==> src/rtl/sphere_deposition_landing_top_defines.svh <==
// ----------------------------------------------------------------------------
// Sphere deposition landing: assertion macros
// Concurrent check helpers shared by the asserting files.
// ----------------------------------------------------------------------------
`ifndef SPHERE_DEPOSITION_LANDING_TOP_DEFINES_SVH
`define SPHERE_DEPOSITION_LANDING_TOP_DEFINES_SVH

// implication checked in the same cycle
`define SDL_ASSERT_NOW(label, clk, rst, ante, cons, msg) \
   label: assert property (@(posedge clk) disable iff (rst) (ante) |-> (cons)) \
      else $error(msg);

// implication checked in the next cycle
`define SDL_ASSERT_NEXT(label, clk, rst, ante, cons, msg) \
   label: assert property (@(posedge clk) disable iff (rst) (ante) |=> (cons)) \
      else $error(msg);

`endif

==> src/rtl/sdl_pkg.sv <==
`timescale 1ns / 1ps
// ----------------------------------------------------------------------------
// Sphere deposition landing package
// Shared widths, codes and types.
// ----------------------------------------------------------------------------
package sdl_pkg;

   localparam int MAX_SPHERES = 4096;
   localparam int FRAC_BITS   = 12;
   localparam int IDX_W       = $clog2(MAX_SPHERES);
   localparam int CNT_W       = IDX_W + 1;
   localparam int POS_W       = 20;
   localparam int RAD_W       = 16;
   localparam int HGT_W       = 22;
   localparam int CELL_W      = 8;
   localparam int RS_W        = RAD_W + 1;
   localparam int PROD_W      = 2 * POS_W;
   localparam int D2_W        = PROD_W + 1;
   localparam int RADICAND_W  = 2 * RS_W;
   localparam int ROOT_W      = RS_W;
   localparam int HACC_W      = HGT_W + 1;
   localparam int CSR_IDX_W   = 2;

   localparam logic [CSR_IDX_W-1:0] CSR_GRID_X       = 2'd0;
   localparam logic [CSR_IDX_W-1:0] CSR_GRID_Y       = 2'd1;
   localparam logic [CSR_IDX_W-1:0] CSR_HEIGHT_LIMIT = 2'd2;

   localparam logic [CELL_W-1:0] GRID_X_RESET       = 8'd64;
   localparam logic [CELL_W-1:0] GRID_Y_RESET       = 8'd64;
   localparam logic [HGT_W-1:0]  HEIGHT_LIMIT_RESET = 22'd262144;

   typedef enum logic [1:0] {
      ST_PLACED  = 2'd0,
      ST_OUTSIDE = 2'd1,
      ST_ABOVE   = 2'd2,
      ST_FULL    = 2'd3
   } status_type;

   typedef enum logic [3:0] {
      S_IDLE,
      S_RD,
      S_MX,
      S_MY,
      S_MR,
      S_CMP,
      S_SQ,
      S_ACC,
      S_FIN
   } state_type;

   typedef struct packed {
      logic [POS_W-1:0] x;
      logic [POS_W-1:0] y;
      logic [HGT_W-1:0] z;
      logic [RAD_W-1:0] r;
   } entry_type;

endpackage

==> src/rtl/sdl_isqrt.sv <==
`timescale 1ns / 1ps
// ----------------------------------------------------------------------------
// Integer square root
// Restoring square root, one result bit per cycle, rounded down.
// ----------------------------------------------------------------------------
module sdl_isqrt
   import sdl_pkg::*;
(
   input  logic                  clock,
   input  logic                  reset,
   input  logic                  start,
   input  logic [RADICAND_W-1:0] radicand,
   output logic                  done,
   output logic [ROOT_W-1:0]     root
);

   localparam int REM_W = ROOT_W + 3;
   localparam int CNT_SQ_W = $clog2(ROOT_W);
   localparam logic [CNT_SQ_W-1:0] LAST = CNT_SQ_W'(ROOT_W - 1);

   logic                  busy_ff, busy_in;
   logic                  done_ff, done_in;
   logic [CNT_SQ_W-1:0]   cnt_ff, cnt_in;
   logic [RADICAND_W-1:0] rad_ff, rad_in;
   logic [REM_W-1:0]      rem_ff, rem_in;
   logic [ROOT_W-1:0]     res_ff, res_in;
   logic [REM_W-1:0]      rem_sh;
   logic [REM_W-1:0]      trial;

   always_comb begin
      rem_sh  = {rem_ff[REM_W-3:0], rad_ff[RADICAND_W-1 -: 2]};
      trial   = {1'b0, res_ff, 2'b01};
      busy_in = busy_ff;
      done_in = 1'b0;
      cnt_in  = cnt_ff;
      rad_in  = rad_ff;
      rem_in  = rem_ff;
      res_in  = res_ff;
      if (start) begin
         busy_in = 1'b1;
         cnt_in  = '0;
         rad_in  = radicand;
         rem_in  = '0;
         res_in  = '0;
      end else if (busy_ff) begin
         rad_in = {rad_ff[RADICAND_W-3:0], 2'b00};
         if (rem_sh >= trial) begin
            rem_in = rem_sh - trial;
            res_in = {res_ff[ROOT_W-2:0], 1'b1};
         end else begin
            rem_in = rem_sh;
            res_in = {res_ff[ROOT_W-2:0], 1'b0};
         end
         cnt_in = cnt_ff + 1'b1;
         if (cnt_ff == LAST) begin
            busy_in = 1'b0;
            done_in = 1'b1;
         end
      end
   end

   always_ff @(posedge clock) begin
      if (reset) begin
         busy_ff <= 1'b0;
         done_ff <= 1'b0;
      end else begin
         busy_ff <= busy_in;
         done_ff <= done_in;
      end
      cnt_ff <= cnt_in;
      rad_ff <= rad_in;
      rem_ff <= rem_in;
      res_ff <= res_in;
   end

   assign done = done_ff;
   assign root = res_ff;

endmodule
==> config.mk <==
export PLATFORM = sky130hd
export DESIGN_NAME = sdl_isqrt
export DESIGN_NICKNAME = d
export VERILOG_FILES = /design/src/rtl/sphere_deposition_landing_top_defines.svh /design/src/rtl/sdl_pkg.sv /design/src/rtl/sdl_isqrt.sv
export SDC_FILE = /design/constraint.sdc
export NUM_CORES = 1
export LEC_CHECK = 0
export BUFFER_PORTS_ARGS = -buffer_cell sky130_fd_sc_hd__clkbuf_2
export CAP_MARGIN = 15
export CORE_MARGIN = 5
export CORE_UTILIZATION = 40
export DETAILED_ROUTE_END_ITERATION = 12
export SLEW_MARGIN = 25
export SYNTH_ARGS = -nofsm -noshare
export SYNTH_HDL_FRONTEND = slang
export SYNTH_SLANG_ARGS = --single-unit
==> constraint.sdc <==
create_clock -name clock -period 2.7 [get_ports clock]
set_clock_uncertainty 0.1 [all_clocks]
set_input_delay 0.135 -clock clock [delete_from_list [all_inputs] [get_ports clock]]
set_output_delay 0.135 -clock clock [all_outputs]
set_load 0.02 [all_outputs]
After elaboration in Yosys (flattened, before gate mapping)
Cells that the tools add are included.
{"block": "classes", "bitwise": 1, "order_cmp": 1, "reduce_logical": 2, "n_mux": 8, "n_eq_ne": 1, "add_sub_neg": 2}
{"operator": "$mux 34", "count": 2}
{"operator": "$ge 20x19->1", "count": 1}
{"operator": "$mux 18", "count": 1}
{"operator": "$sub 18x18->18", "count": 1}
{"operator": "$add 5x1->5 const B", "count": 1}
{"operator": "$eq 5x5->1 const B", "count": 1}
{"operator": "$mux 1", "count": 5}
{"operator": "$reduce_or 3->1", "count": 1}
{"operator": "$reduce_bool 2->1", "count": 1}
{"operator": "$not 1->1", "count": 1}
{"block": "totals", "wordCells": 21, "ff_bits": 76, "out_inout_bits": 18, "inputBits": 37}

Logic depth before layout (Yosys ltp)
Gate-level depths: netlist of the first run.
{"block": "logic_depth", "word_depth": 4, "ltp_mapped": 11, "depth_no_buf": 9}

Worst setup path before layout of the first run
Ideal clock, no wire load.
{"block": "synth_timing", "kind": "register to register", "start": "register res_ff[0], in the netlist root[0]", "end": "register rem_ff[13]", "path_buffers": 2, "path_stages_with_launch": 12, "arrival_ns": 2.229, "path_slack_ns": 0.283, "required_ns": 2.512, "setup_ns": 0.088, "synth_period_minus_slack_ns": 2.417, "path_cell_list": "dfxtp_1 > inv_1 > ha_1 > and2b_4 > o31ai_2 > a21o_1 > a211oi_2 > nor2_2 > buf_6 > buf_8 > nand2_1 > a311oi_2"}
{"block": "synth_via", "elab_chain_len": 2}
{"element": "start: declaration", "line_no": "sdl_isqrt.sv:26", "text": "logic [ROOT_W-1:0] res_ff, res_in;"}
{"element": "start signal: assignment", "line_no": "sdl_isqrt.sv:73", "text": "res_ff <= res_in;"}
{"element": "$sub 18x18->18 or $ge 20x19->1 (tied branches)", "line_no": "sdl_isqrt.sv:48, sdl_isqrt.sv:47"}
{"element": "$mux 18 (*)", "line_no": "sdl_isqrt.sv:47", "text": "if (rem_sh >= trial) begin"}
{"element": "end signal: assignment", "line_no": "sdl_isqrt.sv:72", "text": "rem_ff <= rem_in;"}
{"element": "end: declaration", "line_no": "sdl_isqrt.sv:25", "text": "logic [REM_W-1:0] rem_ff, rem_in;"}
Every way passes the cells marked *; elsewhere a longest branch is shown, timed or not.
A chain may end at the register's enable or synchronous reset.

Final worst setup path of the first run
{"block": "layout_timing", "start": "register rad_ff[32]", "end": "register rem_ff[13]"}
{"block": "layout_via", "elab_chain_len": 2}
{"element": "start: declaration", "line_no": "sdl_isqrt.sv:24", "text": "logic [RADICAND_W-1:0] rad_ff, rad_in;"}
{"element": "start signal: assignment", "line_no": "sdl_isqrt.sv:71", "text": "rad_ff <= rad_in;"}
{"element": "$sub 18x18->18 or $ge 20x19->1 (tied branches)", "line_no": "sdl_isqrt.sv:48, sdl_isqrt.sv:47"}
{"element": "$mux 18 (*)", "line_no": "sdl_isqrt.sv:47"}
Marked as above.

==> results of run 1 <==
[path summary, 6_finish.rpt]
kind           startpoint    endpoint  slack, ps  depth (start not counted)
max            rad_ff[32]  rem_ff[13]        160                         10
min          radicand[31]  rad_ff[31]         20                          2
max reg2reg    rad_ff[32]  rem_ff[13]        160                         10
min reg2reg     rem_ff[4]   rem_ff[4]        380                          2
[final cells by class]
| type | count | area, um^2 | area share [%] |
|---|---|---|---|
| repair buffers | 97 | 676 | 13.5 |
| clock inverters | 6 | 90.1 | 1.79 |
| well taps | 133 | 166 | 3.31 |
| inverters | 27 | 101 | 2.02 |
| multi-input cells | 255 | 2000 | 39.8 |
| flip-flops and latches | 76 | 1860 | 37.1 |
| clock buffers | 10 | 128 | 2.54 |
[worst max-delay path, stage by stage, from the launching register on]
cell      delay, ps
edfxtp_1        420
inv_1            90
ha_1            220
and2b_4         260
o31ai_2          60
a21o_1          190
a211oi_2        230
nor2_2           90
buf_4           170
or3_1           390
a311oi_2        230
[metrics by stage]
stage          hold slack (ps)  area (um^2)
6_report                  15.0         5020
5_1_grt                  0.429         5020
4_1_cts                   2.36         4990
3_5_place_dp               213         4450
3_3_place_gp               205         4450
2_1_floorplan              107         4020
[logic make-up (layout without fill, tap and decap cells)]
logic type | Yosys count | count (layout) | share of synthesized area [%]
muxes | 60 | 60 | 16.0
buffers and inverters | 43 | 140 | 4.48
and+or+nand+nor | 83 | 83 | 9.59
AOI/OAI and AO/OA | 73 | 73 | 13.2
DFF | 76 | 76 | 46.3
xor gates and xnor gates | 18 | 18 | 3.92
adders and majority gates | 21 | 21 | 6.54
[layer usage]
layer,routed length (um),global-route usage (%)
met1,3850,19.0
met2,4000,22.9
met3,280,3.15
met4,90,3.96
met5,0,0
[flip-flops by register name, indices dropped and copies added (netlist names)]
name and cells:
busy_ff 1, root 17, done 1, cnt_ff 5, rem_ff 18, rad_ff 34
[layout by cell type (no fill, tap or decap), drive strengths merged, types with 3 or more instances in the layout]
cell type    Yosys  final
xor2             7      7
nor3             7      7
a31oi            5      5
o21a             4      4
xnor2           11     11
a21o             8      8
nand2           16     16
mux2            33     33
nor2            41     41
a211oi           8      8
ha              21     21
dfxtp           42     42
a21oi           14     14
o21ai           16     16
buf              4     10
inv             27     27
nand4            3      3
clkinv           0      3
dlygate4sd3      0     33
clkbuf          12     64
mux2i           27     27
edfxtp          34     34
[repair_timing]
action / in CTS / in global routing
setup endpoints to repair: 0 / 1
gates resized for setup: 0 / 4
hold buffers: 32 / 1
endpoints found under the hold margin: 33 / 1
[power groups by stage]
stage                     Sequential, mW  Combinational, mW  Clock [mW]
after floorplan                     1.45               1.86           0
after global placement              1.48               2.22           0
after detailed placement            1.48               2.24           0
after CTS                           1.46               2.29       0.996
after global routing                1.48               2.57        1.04
final                               1.46               2.30       0.965
==> metrics.txt, run 1 <==
Initial DRC Count=155; clock root cell=clkbuf_8; Pint=3.02 mW; cell count after synthesis=approximately 370; part of the power in registers=30.9%; first-pass GRT wire length=~14 mm; DRC viols=0; unrepaired setup endpoints after global routing=no; FP Rows=36; Final min period=2540 ps; Critical Path Sink Type=flip-flop; Startpoint Class=flip-flop; CP Data Required Time=~2900 ps; total power=4.72 mW; clock tree buffer depth=2; synth unique cells=59; #FFs+latches synth=between 70 and 80; Die W=110 um; RePlAce Congestion=0.782; Place WS=172 ps; Via Count=2951; post-route ant nets=0; final wirelength=8.22 mm; crit path setup slack, layout=164 ps; Rel. slew slack=51.8%; layout overhead on the synthesized area=24.9%; CTS tree=yes; Final Slew Violations=0; Leak Pwr=2.05 nW; status=finished, final reports clean; Ant. Diodes=0; Fmax achieved=394 MHz; YS warnings=0; worst-skew pair later-pin latency=between 300 and 400 ps; Mapped Area=4020 um^2; Placeable Area=9770 um^2; fillcell total=912; grt total ovfl=0; syn nets=432; Port Buffers=54; pwr/cell area=between 900 and 1000 nW/um^2; combinational power share=48.7%; Commonest cells post-synth=dfxtp_1, nor2_1, edfxtp_1; VDD IR max=between 300 and 400 uV; H-tree depth=3; initial core utilization=41.1%; # Max-Cap Violations=0; vias per inst=4.89; NetSw=1.71 mW; asr flop ratio synth=0%; die area=12200 um^2; Worst Tran Pin Value=720 ps; initial antenna violation count=0; # setup viols final=0; Finished Layout Cells=604; largest cells by area after synthesis=edfxtp_1, dfxtp_1, mux2_2; DR WL/cell=13.6 um; cell taking the most area after synthesis=edfxtp_1; Yosys top cell area share=25.4%; Sum Neg Setup Slack=0 ps; worst-path maximum fanout=7; clock sink count=76; post-DP HPWL=5.68 mm; Data arrival, critical path=roughly 2700 ps; largest net degree at the start of global routing=between 60 and 70; Synth Flop Type=dfxtp_1; placed cells=555; class of the tightest hold or removal check=primary input to flip-flop; first-pass iteration count of the detailed router=6; die height=110 um; share of total power in the clock network=roughly a fifth; switching share of power=36.1%; period utilization=a little over nine tenths; count leader, synth=dfxtp_1; NumNets Final=around 520; Avg Inst Size Synth=10.7 um^2; gr usage total=between 10% and 20%; io pins=55; post-route core utilization=about half; EDFF count, synth=34; Hold Fails Final Rpt=0; Worst-path clk slew=80 ps; kind of critical path=flip-flop to flip-flop; number of global-route vias before repair=2922; total CTS buffers=9; fraction of layout cells with a size suffix above 1=between 20 and 30%; post-CTS repair timing setup buffer count=0; register area share after synthesis=46.3%
Power figures use the tool's default switching activity.
==> run 2, diff against run 1 <==
--- a/config.mk
+++ b/config.mk
@@ -8,8 +8,9 @@
 export BUFFER_PORTS_ARGS = -buffer_cell sky130_fd_sc_hd__clkbuf_2
 export CAP_MARGIN = 15
 export CORE_MARGIN = 5
-export CORE_UTILIZATION = 40
+export CORE_UTILIZATION = 45
 export DETAILED_ROUTE_END_ITERATION = 12
+export REMOVE_ABC_BUFFERS = 1
 export SLEW_MARGIN = 25
 export SYNTH_ARGS = -nofsm -noshare
 export SYNTH_HDL_FRONTEND = slang
==> metrics.txt, run 2 (synthesis gave the netlist of run 1 again) <==
status=finished, final reports clean; fillcell total=738; Initial DRC Count=80; Rel. slew slack=48.4%; switching share of power=36.5%; top sig layer=met4; CTS tree=yes; Critical Path Sink Type=flip-flop; worst-path maximum fanout=6; Worst Tran Pin Value=774 ps; period utilization=94.5%; first-pass iteration count of the detailed router=4; Ant. Diodes=0; die height=105 um; CP Data Required Time=2870 ps; Worst-path clk slew=90 ps; worst path bufs/invs=2; worst-skew pair later-pin latency=between 300 and 400 ps; # Max-Cap Violations=0; Data arrival, critical path=2720 ps; class of the tightest hold or removal check=primary input to flip-flop; routed wl met2=3.96 mm; Port Buffers=54; clock root cell=clkbuf_8; VDD IR max=401 uV; commonest non-fill, non-tap cell in the layout=clkbuf_2; crit path cell chain=inv_1, ha_1, a21oi_2, o21ai_2, a41oi_1, a211oi_2, nor2_2, buf_4, or3_1, a311oi_2; total CTS buffers=9; post-CTS repair timing setup buffer count=0; unrepaired setup endpoints after global routing=no; fraction of layout cells with a size suffix above 1=between 20% and 30%; pwr/cell area=952 nW/um^2; DP Area=roughly 4400 um^2; CP delay by family, top=compound AO/OA/AOI/OAI gates; Via Count=2984; io pins=55; NumNets Final=between 500 and 600; initial antenna violation count=0; layout overhead on the synthesized area=24.2%; crit path setup slack, layout=approximately 150 ps; Placeable Area=8720 um^2; Die W=105 um; Fmax achieved=392 MHz; DRC viols=0; cell area after layout=4990 um^2; Final Slew Violations=0; most frequent cells in the layout=clkbuf_2, dfxtp_1, nor2_1; CP max stage delay=390 ps; post-route ant nets=0; final wirelength=8.14 mm; DR WL met3=approximately 350 um; Hold Fails Final Rpt=0; H-tree depth=3; FP Rows=34; Leak Pwr=2.07 nW; share of total power in the clock network=20.5%; RePlAce Congestion=0.781; critical path's slowest cell=ha_1; post-DP HPWL=5.61 mm; number of flip-flops under the largest register name=34; grt total ovfl=0; clock tree buffer depth=2; vias per inst=between 5 and 6; clock sink count=76; number of global-route vias before repair=2995; die area=10900 um^2; combinational power share=48.8%; Pint=3.02 mW; part of the power in registers=30.7%; kind of critical path=flip-flop to flip-flop; # setup viols final=0; initial core utilization=between 40% and 50%; M1 WL=3.77 mm; final hold slack=13.7 ps; Startpoint Class=flip-flop; first-pass GRT wire length=13.9 mm; Biggest register=rad_ff; DR WL/cell=14.0 um; Final min period=2550 ps; NetSw=1.74 mW; gr usage total=15.3%; Place WS=155 ps; largest net degree at the start of global routing=70
[run 2: power groups by stage]
stage	Combinational (mW)	Clock [mW]	Sequential, mW
finish	2.32	0.975	1.46
global route	2.56	1.05	1.48
CTS	2.33	1.01	1.46
detailed placement	2.28	0	1.49
global placement	2.28	0	1.48
floorplan	1.73	0	1.47
[run 2: cell type report]
type / count / area [um^2] / share of cell area, %
Sequential cell: 76 / 1860 / 37.3
Clock buffer: 9 / 124 / 2.48
Timing Repair Buffer: 99 / 691 / 13.8
Clock inverter: 7 / 98.8 / 1.98
Multi-Input combinational cell: 255 / 1980 / 39.7
Inverter: 27 / 101 / 2.03
Tap cell: 108 / 135 / 2.71
[run 2: worst register-to-register path: stages (launching register included)]
cell      delay, ps
dfxtp_1         380
inv_1            60
ha_1            390
a21oi_2          90
o21ai_2         210
a41oi_1          80
a211oi_2        290
nor2_2          100
buf_4           170
or3_1           380
a311oi_2        230
[run 2: through the flow]
stage               setup TNS (ps)  power (mW)  instances  util (%)
floorplan                    -8250        3.20        358         -
global placement                 0        3.76        532      50.9
detailed placement               0        3.76        532      50.9
CTS                              0        4.80        580      57.1
global route                     0        5.09        581      57.3
finish                           0        4.75        581      57.3
[run 2: what timing repair did]
item                                    4_1_cts  5_1_grt
hold buffers                                 32        1
endpoints found under the setup margin        0        1
resized for setup                             0        1
hold endpoints to repair                     33        1
[run 2: worst paths after layout]
kind	slack [ps]	from	endpoint	cells past startpoint
setup / recovery	150	root[7]	rem_ff[13]	10
hold / removal	10	radicand[28]	rad_ff[28]	2
setup reg to reg	150	root[7]	rem_ff[13]	10
hold reg to reg	370	rem_ff[0]	rem_ff[0]	2
[run 2: layer usage]
layer | global-route usage (%) | vias up
li1 | - | 1530
met1 | 19.1 | 1400
met2 | 26.0 | 50
met3 | 4.10 | 4
met4 | 4.07 | 0
met5 | 0 | -
